## src/sv/block_bitmap_allocator_top_defines.svh

```systemverilog
// Assertion macros used by the allocator's control module.
`ifndef BLOCK_BITMAP_ALLOCATOR_TOP_DEFINES_SVH
`define BLOCK_BITMAP_ALLOCATOR_TOP_DEFINES_SVH

// The consequent must hold in the same cycle as the antecedent.
`define BBA_ASSERT_SAME(label, clk, rst_n, ante, cons, msg) \
    label: assert property (@(posedge clk) disable iff (!rst_n) (ante) |-> (cons)) \
        else $error(msg);

// The consequent must hold in the cycle after the antecedent.
`define BBA_ASSERT_NEXT(label, clk, rst_n, ante, cons, msg) \
    label: assert property (@(posedge clk) disable iff (!rst_n) (ante) |=> (cons)) \
        else $error(msg);

`endif

```

## src/sv/bba_pkg.sv

```systemverilog
package bba_pkg;

    localparam int NUM_BLOCKS_DEF = 1024;
    localparam int MAX_ALLOC_DEF  = 16;

    localparam int LIM_W = 11;

    localparam logic [2:0] CMD_FORMAT = 3'd0;
    localparam logic [2:0] CMD_SET    = 3'd1;
    localparam logic [2:0] CMD_CLEAR  = 3'd2;
    localparam logic [2:0] CMD_TEST   = 3'd3;
    localparam logic [2:0] CMD_ALLOC  = 3'd4;

    localparam logic [1:0] STAT_OK      = 2'd0;
    localparam logic [1:0] STAT_NOSPACE = 2'd1;
    localparam logic [1:0] STAT_RANGE   = 2'd2;

    localparam logic [7:0]       FORMAT_BYTE0 = 8'hC0;
    localparam logic [LIM_W-1:0] TOTAL_RESET  = 11'd1024;

    typedef struct packed {
        logic [2:0] cmd;
        logic [9:0] block_number;
        logic [4:0] alloc_count;
    } in_item_t;

    typedef struct packed {
        logic [9:0] result_block;
        logic       bit_value;
        logic [1:0] status;
        logic       last;
    } out_item_t;

    typedef enum logic [2:0] {
        ST_CLEAR,
        ST_IDLE,
        ST_BIT,
        ST_ALLOC,
        ST_ONE
    } state_t;

    function automatic logic [7:0] bit_mask(input logic [2:0] pos);
        return 8'h80 >> pos;
    endfunction

endpackage

```

## src/sv/bba_map_ram.sv

```systemverilog
module bba_map_ram #(
    parameter int DEPTH = 128,
    parameter int AW    = 7
) (
    input  logic          aclk,
    input  logic          rd_en,
    input  logic [AW-1:0] rd_addr,
    output logic [7:0]    rd_data,
    input  logic          wr_en,
    input  logic [AW-1:0] wr_addr,
    input  logic [7:0]    wr_data
);

    logic [7:0] mem [DEPTH];
    logic [7:0] rd_data_reg;

    always_ff @(posedge aclk) begin
        if (wr_en) begin
            mem[wr_addr] <= wr_data;
        end
        if (rd_en) begin
            rd_data_reg <= mem[rd_addr];
        end
    end

    assign rd_data = rd_data_reg;

endmodule

```

## src/sv/bba_out_reg.sv

```systemverilog
module bba_out_reg (
    input  logic               aclk,
    input  logic               aresetn,
    input  logic               load,
    input  bba_pkg::out_item_t load_item,
    output logic               free,
    output logic               m_valid,
    input  logic               m_ready,
    output bba_pkg::out_item_t m_item
);

    import bba_pkg::*;

    logic      valid_reg, valid_next;
    out_item_t item_reg, item_next;

    assign free    = !valid_reg || m_ready;
    assign m_valid = valid_reg;
    assign m_item  = item_reg;

    always_comb begin
        valid_next = valid_reg;
        item_next  = item_reg;
        if (load) begin
            valid_next = 1'b1;
            item_next  = load_item;
        end else if (m_ready) begin
            valid_next = 1'b0;
        end
    end

    always_ff @(posedge aclk) begin
        if (!aresetn) begin
            valid_reg <= 1'b0;
        end else begin
            valid_reg <= valid_next;
        end
        item_reg <= item_next;
    end

endmodule

```

## src/sv/bba_ctrl.sv

```systemverilog
`include "block_bitmap_allocator_top_defines.svh"

module bba_ctrl #(
    parameter int NUM_BLOCKS = bba_pkg::NUM_BLOCKS_DEF,
    parameter int MAX_ALLOC  = bba_pkg::MAX_ALLOC_DEF,
    parameter int MAP_BYTES  = (NUM_BLOCKS + 7) / 8,
    parameter int AW         = $clog2(MAP_BYTES)
) (
    input  logic                      aclk,
    input  logic                      aresetn,
    input  logic                      cfg_wr_en,
    input  logic [bba_pkg::LIM_W-1:0] cfg_wr_data,
    input  logic                      s_valid,
    output logic                      s_ready,
    input  bba_pkg::in_item_t         s_item,
    input  logic                      out_free,
    output logic                      out_load,
    output bba_pkg::out_item_t        out_item,
    output logic                      rd_en,
    output logic [AW-1:0]             rd_addr,
    input  logic [7:0]                rd_data,
    output logic                      wr_en,
    output logic [AW-1:0]             wr_addr,
    output logic [7:0]                wr_data
);

    import bba_pkg::*;

    localparam int CW = $clog2(MAX_ALLOC + 1);

    state_t           state_reg, state_next;
    logic [LIM_W-1:0] total_blocks_reg, total_blocks_next;
    logic [AW-1:0]    clr_addr_reg, clr_addr_next;
    logic             clr_reply_reg, clr_reply_next;
    logic [2:0]       cmd_reg, cmd_next;
    logic [9:0]       blk_reg, blk_next;
    logic [CW-1:0]    want_reg, want_next;
    logic [CW-1:0]    got_reg, got_next;
    logic [LIM_W-1:0] base_reg, base_next;
    logic [7:0]       byte_reg, byte_next;
    logic             fresh_reg, fresh_next;
    logic [1:0]       one_stat_reg, one_stat_next;

    logic [LIM_W-1:0] limit;
    logic [CW-1:0]    want_in;
    logic             clr_done;
    logic [7:0]       bit_m;
    logic             in_range;
    logic [7:0]       bit_byte;
    logic [7:0]       cur_byte;
    logic [7:0]       cand;
    logic             hit;
    logic [2:0]       hit_pos;
    logic [LIM_W-1:0] grant_blk;
    logic [7:0]       upd_byte;
    logic             last_grant;
    logic [LIM_W:0]   next_base;
    logic             scan_end;

    assign limit   = (32'(total_blocks_reg) > NUM_BLOCKS) ? LIM_W'(NUM_BLOCKS)
                                                           : total_blocks_reg;
    assign want_in = (32'(s_item.alloc_count) > MAX_ALLOC) ? CW'(MAX_ALLOC)
                                                            : CW'(s_item.alloc_count);
    assign clr_done = (clr_addr_reg == AW'(MAP_BYTES - 1));

    assign bit_m    = bit_mask(blk_reg[2:0]);
    assign in_range = ({1'b0, blk_reg} < limit);

    always_comb begin
        case (cmd_reg)
            CMD_SET:   bit_byte = rd_data | bit_m;
            CMD_CLEAR: bit_byte = rd_data & ~bit_m;
            default:   bit_byte = rd_data;
        endcase
    end

    assign cur_byte = fresh_reg ? rd_data : byte_reg;

    always_comb begin
        for (int i = 0; i < 8; i++) begin
            cand[i] = !cur_byte[7-i] && (({1'b0, base_reg} + 12'(i)) < {1'b0, limit});
        end
        hit_pos = 3'd0;
        for (int i = 7; i >= 0; i--) begin
            if (cand[i]) begin
                hit_pos = 3'(i);
            end
        end
    end

    assign hit        = |cand;
    assign grant_blk  = base_reg + LIM_W'(hit_pos);
    assign upd_byte   = cur_byte | bit_mask(hit_pos);
    assign last_grant = ((got_reg + CW'(1)) == want_reg);
    assign next_base  = {1'b0, base_reg} + 12'd8;
    assign scan_end   = (next_base >= {1'b0, limit});

    always_comb begin
        state_next = state_reg;
        case (state_reg)
            ST_CLEAR: begin
                if (clr_done) begin
                    state_next = clr_reply_reg ? ST_ONE : ST_IDLE;
                end
            end
            ST_IDLE: begin
                if (s_valid) begin
                    case (s_item.cmd)
                        CMD_FORMAT: state_next = ST_CLEAR;
                        CMD_SET:    state_next = ST_BIT;
                        CMD_CLEAR:  state_next = ST_BIT;
                        CMD_TEST:   state_next = ST_BIT;
                        CMD_ALLOC:  state_next = (want_in == '0) ? ST_ONE : ST_ALLOC;
                        default:    state_next = ST_IDLE;
                    endcase
                end
            end
            ST_BIT: begin
                if (out_free) begin
                    state_next = ST_IDLE;
                end
            end
            ST_ALLOC: begin
                if (hit) begin
                    if (out_free && last_grant) begin
                        state_next = ST_IDLE;
                    end
                end else if (scan_end) begin
                    state_next = ST_ONE;
                end
            end
            ST_ONE: begin
                if (out_free) begin
                    state_next = ST_IDLE;
                end
            end
            default: state_next = ST_IDLE;
        endcase
    end

    always_comb begin
        total_blocks_next = cfg_wr_en ? cfg_wr_data : total_blocks_reg;
        clr_addr_next     = clr_addr_reg;
        clr_reply_next    = clr_reply_reg;
        cmd_next          = cmd_reg;
        blk_next          = blk_reg;
        want_next         = want_reg;
        got_next          = got_reg;
        base_next         = base_reg;
        byte_next         = byte_reg;
        fresh_next        = fresh_reg;
        one_stat_next     = one_stat_reg;
        s_ready           = 1'b0;
        out_load          = 1'b0;
        out_item          = '0;
        rd_en             = 1'b0;
        rd_addr           = '0;
        wr_en             = 1'b0;
        wr_addr           = '0;
        wr_data           = '0;
        case (state_reg)
            ST_CLEAR: begin
                wr_en         = 1'b1;
                wr_addr       = clr_addr_reg;
                wr_data       = (clr_addr_reg == '0) ? FORMAT_BYTE0 : 8'h00;
                clr_addr_next = clr_addr_reg + AW'(1);
            end
            ST_IDLE: begin
                s_ready = 1'b1;
                if (s_valid) begin
                    cmd_next      = s_item.cmd;
                    blk_next      = s_item.block_number;
                    want_next     = want_in;
                    got_next      = '0;
                    base_next     = '0;
                    fresh_next    = 1'b1;
                    one_stat_next = STAT_OK;
                    clr_addr_next = '0;
                    clr_reply_next = 1'b1;
                    rd_en         = 1'b1;
                    rd_addr       = (s_item.cmd == CMD_ALLOC) ? '0
                                                              : AW'(s_item.block_number >> 3);
                end
            end
            ST_BIT: begin
                out_load = out_free;
                out_item.result_block = blk_reg;
                out_item.bit_value    = in_range && |(bit_byte & bit_m);
                out_item.status       = in_range ? STAT_OK : STAT_RANGE;
                out_item.last         = 1'b1;
                wr_en   = out_free && in_range && (cmd_reg == CMD_SET || cmd_reg == CMD_CLEAR);
                wr_addr = AW'(blk_reg >> 3);
                wr_data = bit_byte;
            end
            ST_ALLOC: begin
                wr_addr    = AW'(base_reg >> 3);
                fresh_next = 1'b0;
                byte_next  = cur_byte;
                if (hit) begin
                    out_load = out_free;
                    out_item.result_block = grant_blk[9:0];
                    out_item.bit_value    = 1'b1;
                    out_item.status       = STAT_OK;
                    out_item.last         = last_grant;
                    if (out_free) begin
                        byte_next = upd_byte;
                        got_next  = got_reg + CW'(1);
                        wr_en     = last_grant;
                        wr_data   = upd_byte;
                    end
                end else begin
                    wr_en   = 1'b1;
                    wr_data = cur_byte;
                    if (scan_end) begin
                        one_stat_next = STAT_NOSPACE;
                    end else begin
                        rd_en      = 1'b1;
                        rd_addr    = AW'(next_base >> 3);
                        base_next  = next_base[LIM_W-1:0];
                        fresh_next = 1'b1;
                    end
                end
            end
            ST_ONE: begin
                out_load = out_free;
                out_item.result_block = '0;
                out_item.bit_value    = 1'b0;
                out_item.status       = one_stat_reg;
                out_item.last         = 1'b1;
            end
            default: begin
                out_load = 1'b0;
            end
        endcase
    end

    always_ff @(posedge aclk) begin
        if (!aresetn) begin
            state_reg        <= ST_CLEAR;
            total_blocks_reg <= TOTAL_RESET;
            clr_addr_reg     <= '0;
            clr_reply_reg    <= 1'b0;
        end else begin
            state_reg        <= state_next;
            total_blocks_reg <= total_blocks_next;
            clr_addr_reg     <= clr_addr_next;
            clr_reply_reg    <= clr_reply_next;
        end
        cmd_reg      <= cmd_next;
        blk_reg      <= blk_next;
        want_reg     <= want_next;
        got_reg      <= got_next;
        base_reg     <= base_next;
        byte_reg     <= byte_next;
        fresh_reg    <= fresh_next;
        one_stat_reg <= one_stat_next;
    end

    `BBA_ASSERT_SAME(a_rw_apart, aclk, aresetn, rd_en && wr_en, rd_addr != wr_addr, "map read and write hit the same byte")
    `BBA_ASSERT_SAME(a_got_below_want, aclk, aresetn, state_reg == ST_ALLOC, got_reg < want_reg, "grant count reached the request inside the scan")
    `BBA_ASSERT_NEXT(a_last_ends_alloc, aclk, aresetn, state_reg == ST_ALLOC && out_load && out_item.last, state_reg == ST_IDLE, "allocation did not finish after its final grant")

endmodule

```

## src/sv/block_bitmap_allocator_top.sv

```systemverilog
// First-fit block allocator over a used-block bitmap held in a byte-wide map memory of
// (NUM_BLOCKS+7)/8 entries with a registered read. After reset the map is swept, one byte
// per cycle, while s_ready stays low; byte 0 marks blocks 0 and 1 used and the rest are
// cleared. Format runs the same sweep and then returns its single item. Set, clear and
// test are accepted with the byte read, then do the read-modify-write with the result.
// Allocate is accepted with the read of map byte 0, grants from the current byte and moves
// on to the next byte when it holds no free block, and ends with an out-of-space item when
// too few blocks are free; a count of zero returns one OK item. The scan is bounded by the
// smaller of total_blocks and NUM_BLOCKS. An unknown command is accepted and returns nothing.
// A cycle that presents an item stalls while the output register is still full, and a
// finished item waits there while the next command is accepted.
module block_bitmap_allocator_top #(
    parameter int NUM_BLOCKS = bba_pkg::NUM_BLOCKS_DEF,
    parameter int MAX_ALLOC  = bba_pkg::MAX_ALLOC_DEF
) (
    input  logic                      aclk,
    input  logic                      aresetn,
    input  logic                      cfg_wr_en,
    input  logic [bba_pkg::LIM_W-1:0] cfg_wr_data,
    input  logic                      s_valid,
    output logic                      s_ready,
    input  bba_pkg::in_item_t         s_item,
    output logic                      m_valid,
    input  logic                      m_ready,
    output bba_pkg::out_item_t        m_item
);

    import bba_pkg::*;

    localparam int MAP_BYTES = (NUM_BLOCKS + 7) / 8;
    localparam int AW        = $clog2(MAP_BYTES);

    logic          out_free;
    logic          out_load;
    out_item_t     out_item;
    logic          rd_en;
    logic [AW-1:0] rd_addr;
    logic [7:0]    rd_data;
    logic          wr_en;
    logic [AW-1:0] wr_addr;
    logic [7:0]    wr_data;

    bba_map_ram #(
        .DEPTH (MAP_BYTES),
        .AW    (AW)
    ) u_map (
        .aclk    (aclk),
        .rd_en   (rd_en),
        .rd_addr (rd_addr),
        .rd_data (rd_data),
        .wr_en   (wr_en),
        .wr_addr (wr_addr),
        .wr_data (wr_data)
    );

    bba_ctrl #(
        .NUM_BLOCKS (NUM_BLOCKS),
        .MAX_ALLOC  (MAX_ALLOC),
        .MAP_BYTES  (MAP_BYTES),
        .AW         (AW)
    ) u_ctrl (
        .aclk        (aclk),
        .aresetn     (aresetn),
        .cfg_wr_en   (cfg_wr_en),
        .cfg_wr_data (cfg_wr_data),
        .s_valid     (s_valid),
        .s_ready     (s_ready),
        .s_item      (s_item),
        .out_free    (out_free),
        .out_load    (out_load),
        .out_item    (out_item),
        .rd_en       (rd_en),
        .rd_addr     (rd_addr),
        .rd_data     (rd_data),
        .wr_en       (wr_en),
        .wr_addr     (wr_addr),
        .wr_data     (wr_data)
    );

    bba_out_reg u_out (
        .aclk      (aclk),
        .aresetn   (aresetn),
        .load      (out_load),
        .load_item (out_item),
        .free      (out_free),
        .m_valid   (m_valid),
        .m_ready   (m_ready),
        .m_item    (m_item)
    );

endmodule

```

## config.mk

```make
export PLATFORM = sky130hd
export DESIGN_NAME = block_bitmap_allocator_top
export DESIGN_NICKNAME = d
export VERILOG_FILES = /design/src/sv/bba_pkg.sv /design/src/sv/bba_map_ram.sv /design/src/sv/bba_out_reg.sv /design/src/sv/bba_ctrl.sv /design/src/sv/block_bitmap_allocator_top.sv
export VERILOG_INCLUDE_DIRS = /design/src /design/src/sv
export SDC_FILE = /design/constraint.sdc
export NUM_CORES = 1
export LEC_CHECK = 0
export ABC_AREA = 1
export BUFFER_PORTS_ARGS = -buffer_cell sky130_fd_sc_hd__buf_4
export CORE_UTILIZATION = 30
export DETAILED_ROUTE_END_ITERATION = 7
export GPL_TIMING_DRIVEN = 0
export PLACE_DENSITY = 0.45
export RECOVER_POWER = 100
export REMOVE_ABC_BUFFERS = 1
export SYNTH_ARGS = -nofsm -noshare
export SYNTH_HDL_FRONTEND = slang
export SYNTH_SLANG_ARGS = --single-unit
```

## constraint.sdc

```tcl
create_clock -name aclk -period 27.5 [get_ports aclk]
set_clock_uncertainty 0.15 [all_clocks]
set_input_delay 8.25 -clock aclk [delete_from_list [all_inputs] [get_ports aclk]]
set_output_delay 8.25 -clock aclk [all_outputs]
set_load 0.01 [all_outputs]
```

==> results of run 1 <==
==> per-stage QoR <==
step / util [%] / instances / hold WS (ps) / cell area [um2] / total power (W)
floorplan: - / 4465 / 303.5 / 49330 / 0.002891
global placement: 31.30 / 6718 / 322.2 / 52460 / 0.003566
detailed placement: 32.64 / 6818 / 342.7 / 54710 / 0.003527
CTS: 35.05 / 7056 / 346.1 / 58750 / 0.005195
global route: 34.46 / 7056 / 372.0 / 57750 / 0.005236
finish: 34.46 / 7056 / 352.5 / 57750 / 0.005029
==> cells in the final DEF, fill, tap and decap left out, drive strengths merged <==
| cell | n |
|---|---|
| nand3b | 377 |
| or2 | 3 |
| bufinv | 5 |
| dfxtp | 23 |
| mux2i | 4 |
| nand3 | 1074 |
| buf | 75 |
| and2 | 1 |
| nor3 | 15 |
| o22ai | 9 |
| o32ai | 1 |
| nand4 | 15 |
| o2bb2ai | 1 |
| nor2 | 235 |
| a21boi | 2 |
| o31ai | 4 |
| a21oi | 30 |
| clkbuf | 250 |
| o21bai | 5 |
| o221ai | 1 |
| xor2 | 12 |
| o21a | 2 |
| o21ai | 56 |
| nor4 | 4 |
| clkinvlp | 4 |
| a22o | 4 |
| edfxtp | 1087 |
| a21o | 2 |
| a221oi | 2 |
| ha | 30 |
| nand2 | 803 |
| inv | 647 |
| o211ai | 12 |
| a31oi | 8 |
| clkinv | 47 |
| xnor2 | 2 |
==> worst max-delay path by stage <==
stage	to	slack, ps	startpoint	cells after the start
floorplan	u_map.rd_data[1]	5210	u_ctrl.base_reg[4]	23
global placement	u_map.rd_data[5]	-23100	u_ctrl.total_blocks_reg[8]	23
detailed placement	u_map.rd_data[5]	13250	s_valid	21
CTS	u_map.rd_data[5]	14070	s_valid	21
global route	u_map.rd_data[5]	8620	s_valid	21
finish	u_map.rd_data[5]	9340	s_valid	21
==> cell usage after synthesis, drive strengths merged <==
| cell | n |
|---|---|
| buf | 204 |
| edfxtp | 1087 |
| inv | 641 |
| and2 | 1 |
| o31ai | 4 |
| o21ai | 56 |
| a21o | 2 |
| a21boi | 2 |
| nand3b | 377 |
| nor4 | 4 |
| o21bai | 5 |
| xnor2 | 2 |
| o2bb2ai | 1 |
| nand3 | 1074 |
| nand2 | 803 |
| ha | 30 |
| o22ai | 9 |
| nor3 | 15 |
| o221ai | 1 |
| a21oi | 30 |
| a22o | 4 |
| mux2i | 4 |
| o211ai | 12 |
| o32ai | 1 |
| clkbuf | 86 |
| or2 | 3 |
| dfxtp | 23 |
| nor2 | 235 |
| a221oi | 2 |
| a31oi | 8 |
| o21a | 2 |
| nand4 | 15 |
| xor2 | 12 |
==> metal layers <==
metal / vias to the layer above / global-route usage (%)
li1: 16340 / -
met1: 16800 / 24.18
met2: 816 / 28.83
met3: 218 / 2.476
met4: 0 / 5.344
met5: - / 0
==> cell families after synthesis <==
logic type      after synthesis  share of synthesized area (%)
fa+ha+maj                    30                         0.7398
xor+xnor                     14                         0.2417
flops                      1110                          65.24
simple gates               2527                          24.48
compound gates              139                          1.709
buf+inv                     931                          7.516
mux                           4                        0.07891
==> cell type report <==
type / count / area share [%]
timing repair buffer: 149 / 2.797
clock inverter: 62 / 0.8277
clock buffer: 176 / 6.171
multi-input combinational: 2714 / 23.91
sequential: 1110 / 57.32
tap: 2204 / 4.775
inverter: 641 / 4.197
==> power by group through the flow <==
| stage | Sequential, W | Clock [W] | Combinational (W) |
|---|---|---|---|
| after global routing | 0.00222 | 0.00177 | 0.00124 |
| after CTS | 0.00219 | 0.00170 | 0.00131 |
| after global placement | 0.00239 | 0 | 0.00117 |
| after floorplan | 0.00228 | 0 | 0.000614 |
| after detailed placement | 0.00222 | 0 | 0.00131 |
| final | 0.00222 | 0.00166 | 0.00115 |
==> reports/qor.txt, run 1 <==
status: complete, but fails checks
failing checks: capacitance limit, slew limit
final setup vio count: 0
crit-path cells: clkbuf_1, inv_1, nor2_1, inv_1, nor2_1, nand2_1, nand2_1, clkbuf_1, buf_16, buf_16, inv_8, buf_16, buf_16, nand3_1, nand3_1, nand3_1, nand3_1, nand3_1, nand2_1, nand2_1, nand2_1
post-synthesis register bit count: 1110
ANT nets after route: 0
sw frac: 32.71%
Endpoint, Worst Hold: u_ctrl.clr_addr_reg[0]
RSZ-0062 raised after global routing: false
setup TNS: 0 ps
Power Dens Cells: 87.08 mW/mm2
DP Worst Slack: 13250 ps
maxcap violations: 22
YS warnings: 0
Core ar.: 0.1676 mm2
die width: 413.3 um
CTS-repair resized insts: 0
r2r endpoint: u_map.rd_data[5]
nets@finish: 4812
Reg clk slew, reported paths: 60 ps
Setup CP Type: input pin to register
R2R Path Start: u_ctrl.state_reg[0]
CP max FO: 111
area leader, netlist: edfxtp_1
worst reg2reg path depth: 22
post-route setup slack: 9337 ps
post-CTS setup buffer count: 0
first-pass GRT wire length: 223700 um
CTS tree: done
area of the multi-input gates: 0.01381 mm2
layout cells sized above 1: 5.668%
critical path launch point type: input pin
fillers: 16690
area grow syn2layout: 13.81%
min-delay src: u_ctrl.clr_addr_reg[0]
H-tree levels: 4
final hold violation count: 0
largest cells by area after synthesis: edfxtp_1, nand3_1, nand2_1, nand3b_1, inv_1
WL met3: 6763 um
Sequential cell area: 0.03310 mm2
top cell type's share of synthesized area: 64.33%
Cell Rows: 150
number of global-route vias before repair: 33120
Met2 Wirelength: 71290 um
Longest Clk Path Bufs: 3
HP Class: register to register
Clk pwr share: 33.0%
largest net degree at the start of global routing: 129
GP Congestion: 0.8070
clock sinks: 1110
fin crit share: 66.05%
Hold Buf Count CTS: 0
die area: 0.1708 mm2
vias per cell: 4.842
DRC viols: 0
Worst path max stage delay: 2570 ps
WL/cell: 21.45 um
I/O Buffers: 49
CP bufs+invs: 9
minimum clock period: 18160 ps
Worst EP required: 27820 ps
flop-to-flop setup slack: 15660 ps
Mapped Avg Cell Area: 10.67 um2
number of flip-flops in the largest register: 1024
Worst Hold Depth: 1
initial core utilization: 30.27%
Relative slew margins: -149.4%
Gate power share: 22.9%
clk_lat worst skew: 770 ps
Top Metal Used: met4
actual slew at the worst max-slew pin: 3741 ps
CP delay by family, top: simple AND/OR/NAND/NOR gates
NetSw: 0.001645 W
ant diodes: 0
I/O Pins: 50
Peak Freq: 0.05506 GHz
Syn Inst Count: 4755
crit end category: register
WL met1: 69190 um
register area share after synthesis: 65.24%
Slowest-stage cell, CP: clkbuf_1
Flop pwr share: 44.1%
cts bufs inserted: 132
max-slew violations: 924
aggregate global-route resource usage: 17.64%
worst endpoint data arrival time: 18490 ps
DRT Pass-1 Iters: 7
die height: 413.3 um
worst vdd ir: 68.09 uV
Root Buffer: clkbuf_16
Pleak: 21.59 nW
P_int: 0.003384 W
cell area after synthesis: 0.05074 mm2
DPL Wire Length: 92250 um
Vias: 34170
Synth cell types: 50
initial antenna violation count: 0
First DRT Iteration DRCs: 2754
GR Overflow Total: 0
final WL: 151400 um
(Power assumes the default switching activity.)
==> run 2: changes to the inputs <==
--- a/config.mk
+++ b/config.mk
@@ -6,7 +6,7 @@
 export SDC_FILE = /design/constraint.sdc
 export NUM_CORES = 1
 export LEC_CHECK = 0
-export ABC_AREA = 1
+export ABC_AREA = 0
 export BUFFER_PORTS_ARGS = -buffer_cell sky130_fd_sc_hd__buf_4
 export CORE_UTILIZATION = 30
 export DETAILED_ROUTE_END_ITERATION = 7
==> constraint.sdc (replaced) <==
create_clock -name aclk -period 17.57 [get_ports aclk]
set_clock_uncertainty 0.15 [all_clocks]
set_input_delay 5.271 -clock aclk [delete_from_list [all_inputs] [get_ports aclk]]
set_output_delay 5.271 -clock aclk [all_outputs]
set_load 0.01 [all_outputs]
==> run 2 against run 1 <==
The flow still finishes with violations (capacitance limit, slew limit). Combinational power rose by 11%. Critical path depth fell by 6. Routed wire length fell by 7.1%. Die area fell by 8.9%. Synthesized cell count fell by 22%. Utilization rose by 0.29 points. Sequential share of layout area rose by 5.2 points. Cell count fell by 17%. Area after synthesis fell by 9.0%. Final area fell by 8.3%. Critical path type unchanged. Critical endpoint is now u_map.rd_data[6]. Largest cell class unchanged.
==> reports/qor.txt, run 2 <==
failing checks: capacitance limit, slew limit
die height: 394.4 um (-4.6%)
register area share after synthesis: 71.68% (+6.4 points)
Core ar.: 0.1524 mm2 (-9.0%)
die width: 394.4 um (-4.6%)
Worst path max stage delay: 2120 ps (-450 ps)
final WL: 140600 um (-7.1%)
Relative slew margins: -97.96% (+51 points)
final hold violation count: 0 (unchanged)
maxcap violations: 28 (+27%)
WL/cell: 23.88 um (+11%)
highest-count cells in the layout ignoring fill and taps: edfxtp_1, nand2_1, nand3_1
die area: 0.1555 mm2 (-8.9%)
DRC viols: 0 (unchanged)
YS warnings: 0 (unchanged)
crit-path most repeated cell: buf_16
H-tree levels: 3 (-1)
Reg clk slew, reported paths: 60 ps (about the same)
actual slew at the worst max-slew pin: 2969 ps (-771.1 ps)
CTS-repair resized insts: 0 (unchanged)
Sequential cell area: 0.03310 mm2 (unchanged)
number of global-route vias before repair: 29010 (-12%)
Hold Buf Count CTS: 0 (unchanged)
Vias: 29970 (-12%)
area leader, netlist: edfxtp_1
clk_lat worst skew: 740 ps (-30 ps)
ANT nets after route: 0 (unchanged)
max-slew violations: 394 (-57%)
initial core utilization: 30.30% (about the same)
Longest Clk Path Bufs: 3 (unchanged)
HP Class: register to register
top cell type's share of synthesized area: 70.68% (+6.3 points)
GP Congestion: 0.7979 (-1.1%)
Peak Freq: 0.07527 GHz
aggregate global-route resource usage: 17.72% (+0.080 points)
fillers: 15050 (-9.8%)
GR Overflow Total: 0 (unchanged)
Setup CP Type: input pin to register
I/O Pins: 50 (unchanged)
status: complete, but fails checks
first-pass GRT wire length: 204300 um (-8.6%)
DRT Pass-1 Iters: 8 (+1)
cell area after synthesis: 0.04618 mm2 (-9.0%)
Post-synth ARST share: 0% (unchanged)
worst endpoint data arrival time: 13560 ps (-4930 ps)
number of flops mapped to enable cells by yosys: 1087 (unchanged)
final setup vio count: 0 (unchanged)
layout cells sized above 1: 6.325% (+0.66 points)
worst vdd ir: 78.82 uV (+16%)
area grow syn2layout: 14.68%
RSZ-0062 raised after global routing: false
Pleak: 16.95 nW (-21%)
I/O Buffers: 49 (unchanged)
Layout Cells excl Fill: 5889 (-17%)
Slowest-stage cell, CP: clkbuf_1
crit end category: register
Primary FF master, synth: edfxtp_1
clock sinks: 1110 (unchanged)
most common cell after layout, fill and taps aside: edfxtp_1
Syn Inst Count: 3700 (-22%)
CTS tree: done
Mapped Avg Cell Area: 12.48 um2 (+17%)
number of flip-flops in the largest register: 1024 (unchanged)
CP bufs+invs: 5 (-4)
post-CTS setup buffer count: 0 (unchanged)
minimum clock period: 13290 ps
crit-path cells: clkbuf_1, nand4bb_1, a21oi_1, and2_0, a21o_1, clkbuf_1, buf_16, buf_16, buf_16, nand2_1, a31oi_1, nand4_1, nand3_1, nand4_1, a311oi_1
largest net degree at the start of global routing: 63 (-51%)
Post-Place Cells: 5662 (-17%)
area of the multi-input gates: 0.01201 mm2 (-13%)
DPL Wire Length: 91580 um (-0.73%)
largest cells by area after synthesis: edfxtp_1, nand2_1, nand3_1, a31oi_1, nand4_1
Power Dens Cells: 130.3 mW/mm2 (+50%)
cts bufs inserted: 120 (-9.1%)
fin area: 0.05296 mm2 (-8.3%)
Cell Rows: 143 (-4.7%)
vias per cell: 5.088 (+5.1%)
Synth cell types: 82 (+64%)
initial antenna violation count: 4 (+4)
Root Buffer: clkbuf_16
Commonest cells post-synth: edfxtp_1, nand2_1, nand3_1, nor3_1, buf_2
count leader, synth: edfxtp_1
fin crit share: 75.62%
Worst EP required: 17840 ps (-9980 ps)
critical path launch point type: input pin
nets@finish: 3825 (-21%)
First DRT Iteration DRCs: 2629 (-4.5%)
post-synthesis register bit count: 1110 (unchanged)
CP delay by family, top: compound AO/OA/AOI/OAI gates
CP max FO: 55 (-50%)
placed cell areas: 0.05074 mm2 (-7.2%)
[run 2: cell types whose count changed after synthesis, sizes merged, moves of 90 or more]
cell	delta
nand4	+90
nand3b	-374
nand2	+233
nor2	-159
inv	-622
nor3	+115
nand3	-650
a31oi	+102
[run 2: area by class of cell]
cell class / instances / share of cell area (%)
antenna: 1 / 0.004725
clock buffer: 159 / 6.107
clock inverter: 60 / 0.7063
inverter: 20 / 0.1417
multi-input combinational: 2338 / 22.67
sequential: 1110 / 62.50
tap: 2030 / 4.796
timing repair buffer: 171 / 3.076
[run 2: layer usage]
| metal | vias to the layer above | part of all wire, % | GRT usage [%] |
|---|---|---|---|
| li1 | 13850 | - | - |
| met1 | 15080 | 45 | 24.73 |
| met2 | 845 | 46 | 27.38 |
| met3 | 193 | 5.8 | 3.039 |
| met4 | 2 | 3.1 | 6.907 |
| met5 | - | 0.012 | 0 |
[run 2: cells by family (layout without fill, tap and decap cells)]
family | count (synthesis) | count (layout) | synth area share, %
AND/OR/NAND/NOR | 1874 | 1874 | 18.02
XOR/XNOR | 20 | 20 | 0.3793
AO/OA/AOI/OAI | 348 | 348 | 5.194
other | 0 | 1 | 0
buffers and inverters | 252 | 410 | 2.422
multiplexers | 66 | 66 | 1.493
flip-flops | 1110 | 1110 | 71.68
adder cells (fa/ha/maj) | 30 | 30 | 0.8128
[run 2: where the power goes]
part	internal [W]	switching, W	leakage [nW]	total, W
Clock	0.00134	0.00104	1.76	0.00237
Sequential	0.00320	0.0000487	8.76	0.00325
Combinational	0.000264	0.00101	6.43	0.00128
Total	0.00480	0.00210	17.0	0.00690
[run 2: stage by stage]
stage	power [W]	utilization (%)	hold slack (ps)	setup slack, ps	TNS [ps]
floorplan	0.004087	-	312.8	-473.1	-1325
global route	0.007135	34.74	409.6	3928	0
detailed placement	0.004774	33.29	376.1	5932	0
CTS	0.007148	35.66	390.3	6708	0
finish	0.006901	34.74	376.1	4284	0
global placement	0.004937	31.52	365.3	-12780	-1897120
[run 2: worst paths after layout]
check / from / endpoint / slack [ps] / depth (start not counted)
setup / recovery: s_valid / u_map.rd_data[6] / 4280 / 15
hold reg to reg: u_ctrl.clr_reply_reg / u_ctrl.clr_reply_reg / 380 / 1
hold / removal: u_ctrl.clr_reply_reg / u_ctrl.clr_reply_reg / 380 / 1
setup reg to reg: u_ctrl.total_blocks_reg[10] / u_map.mem[112][6] / 6010 / 14
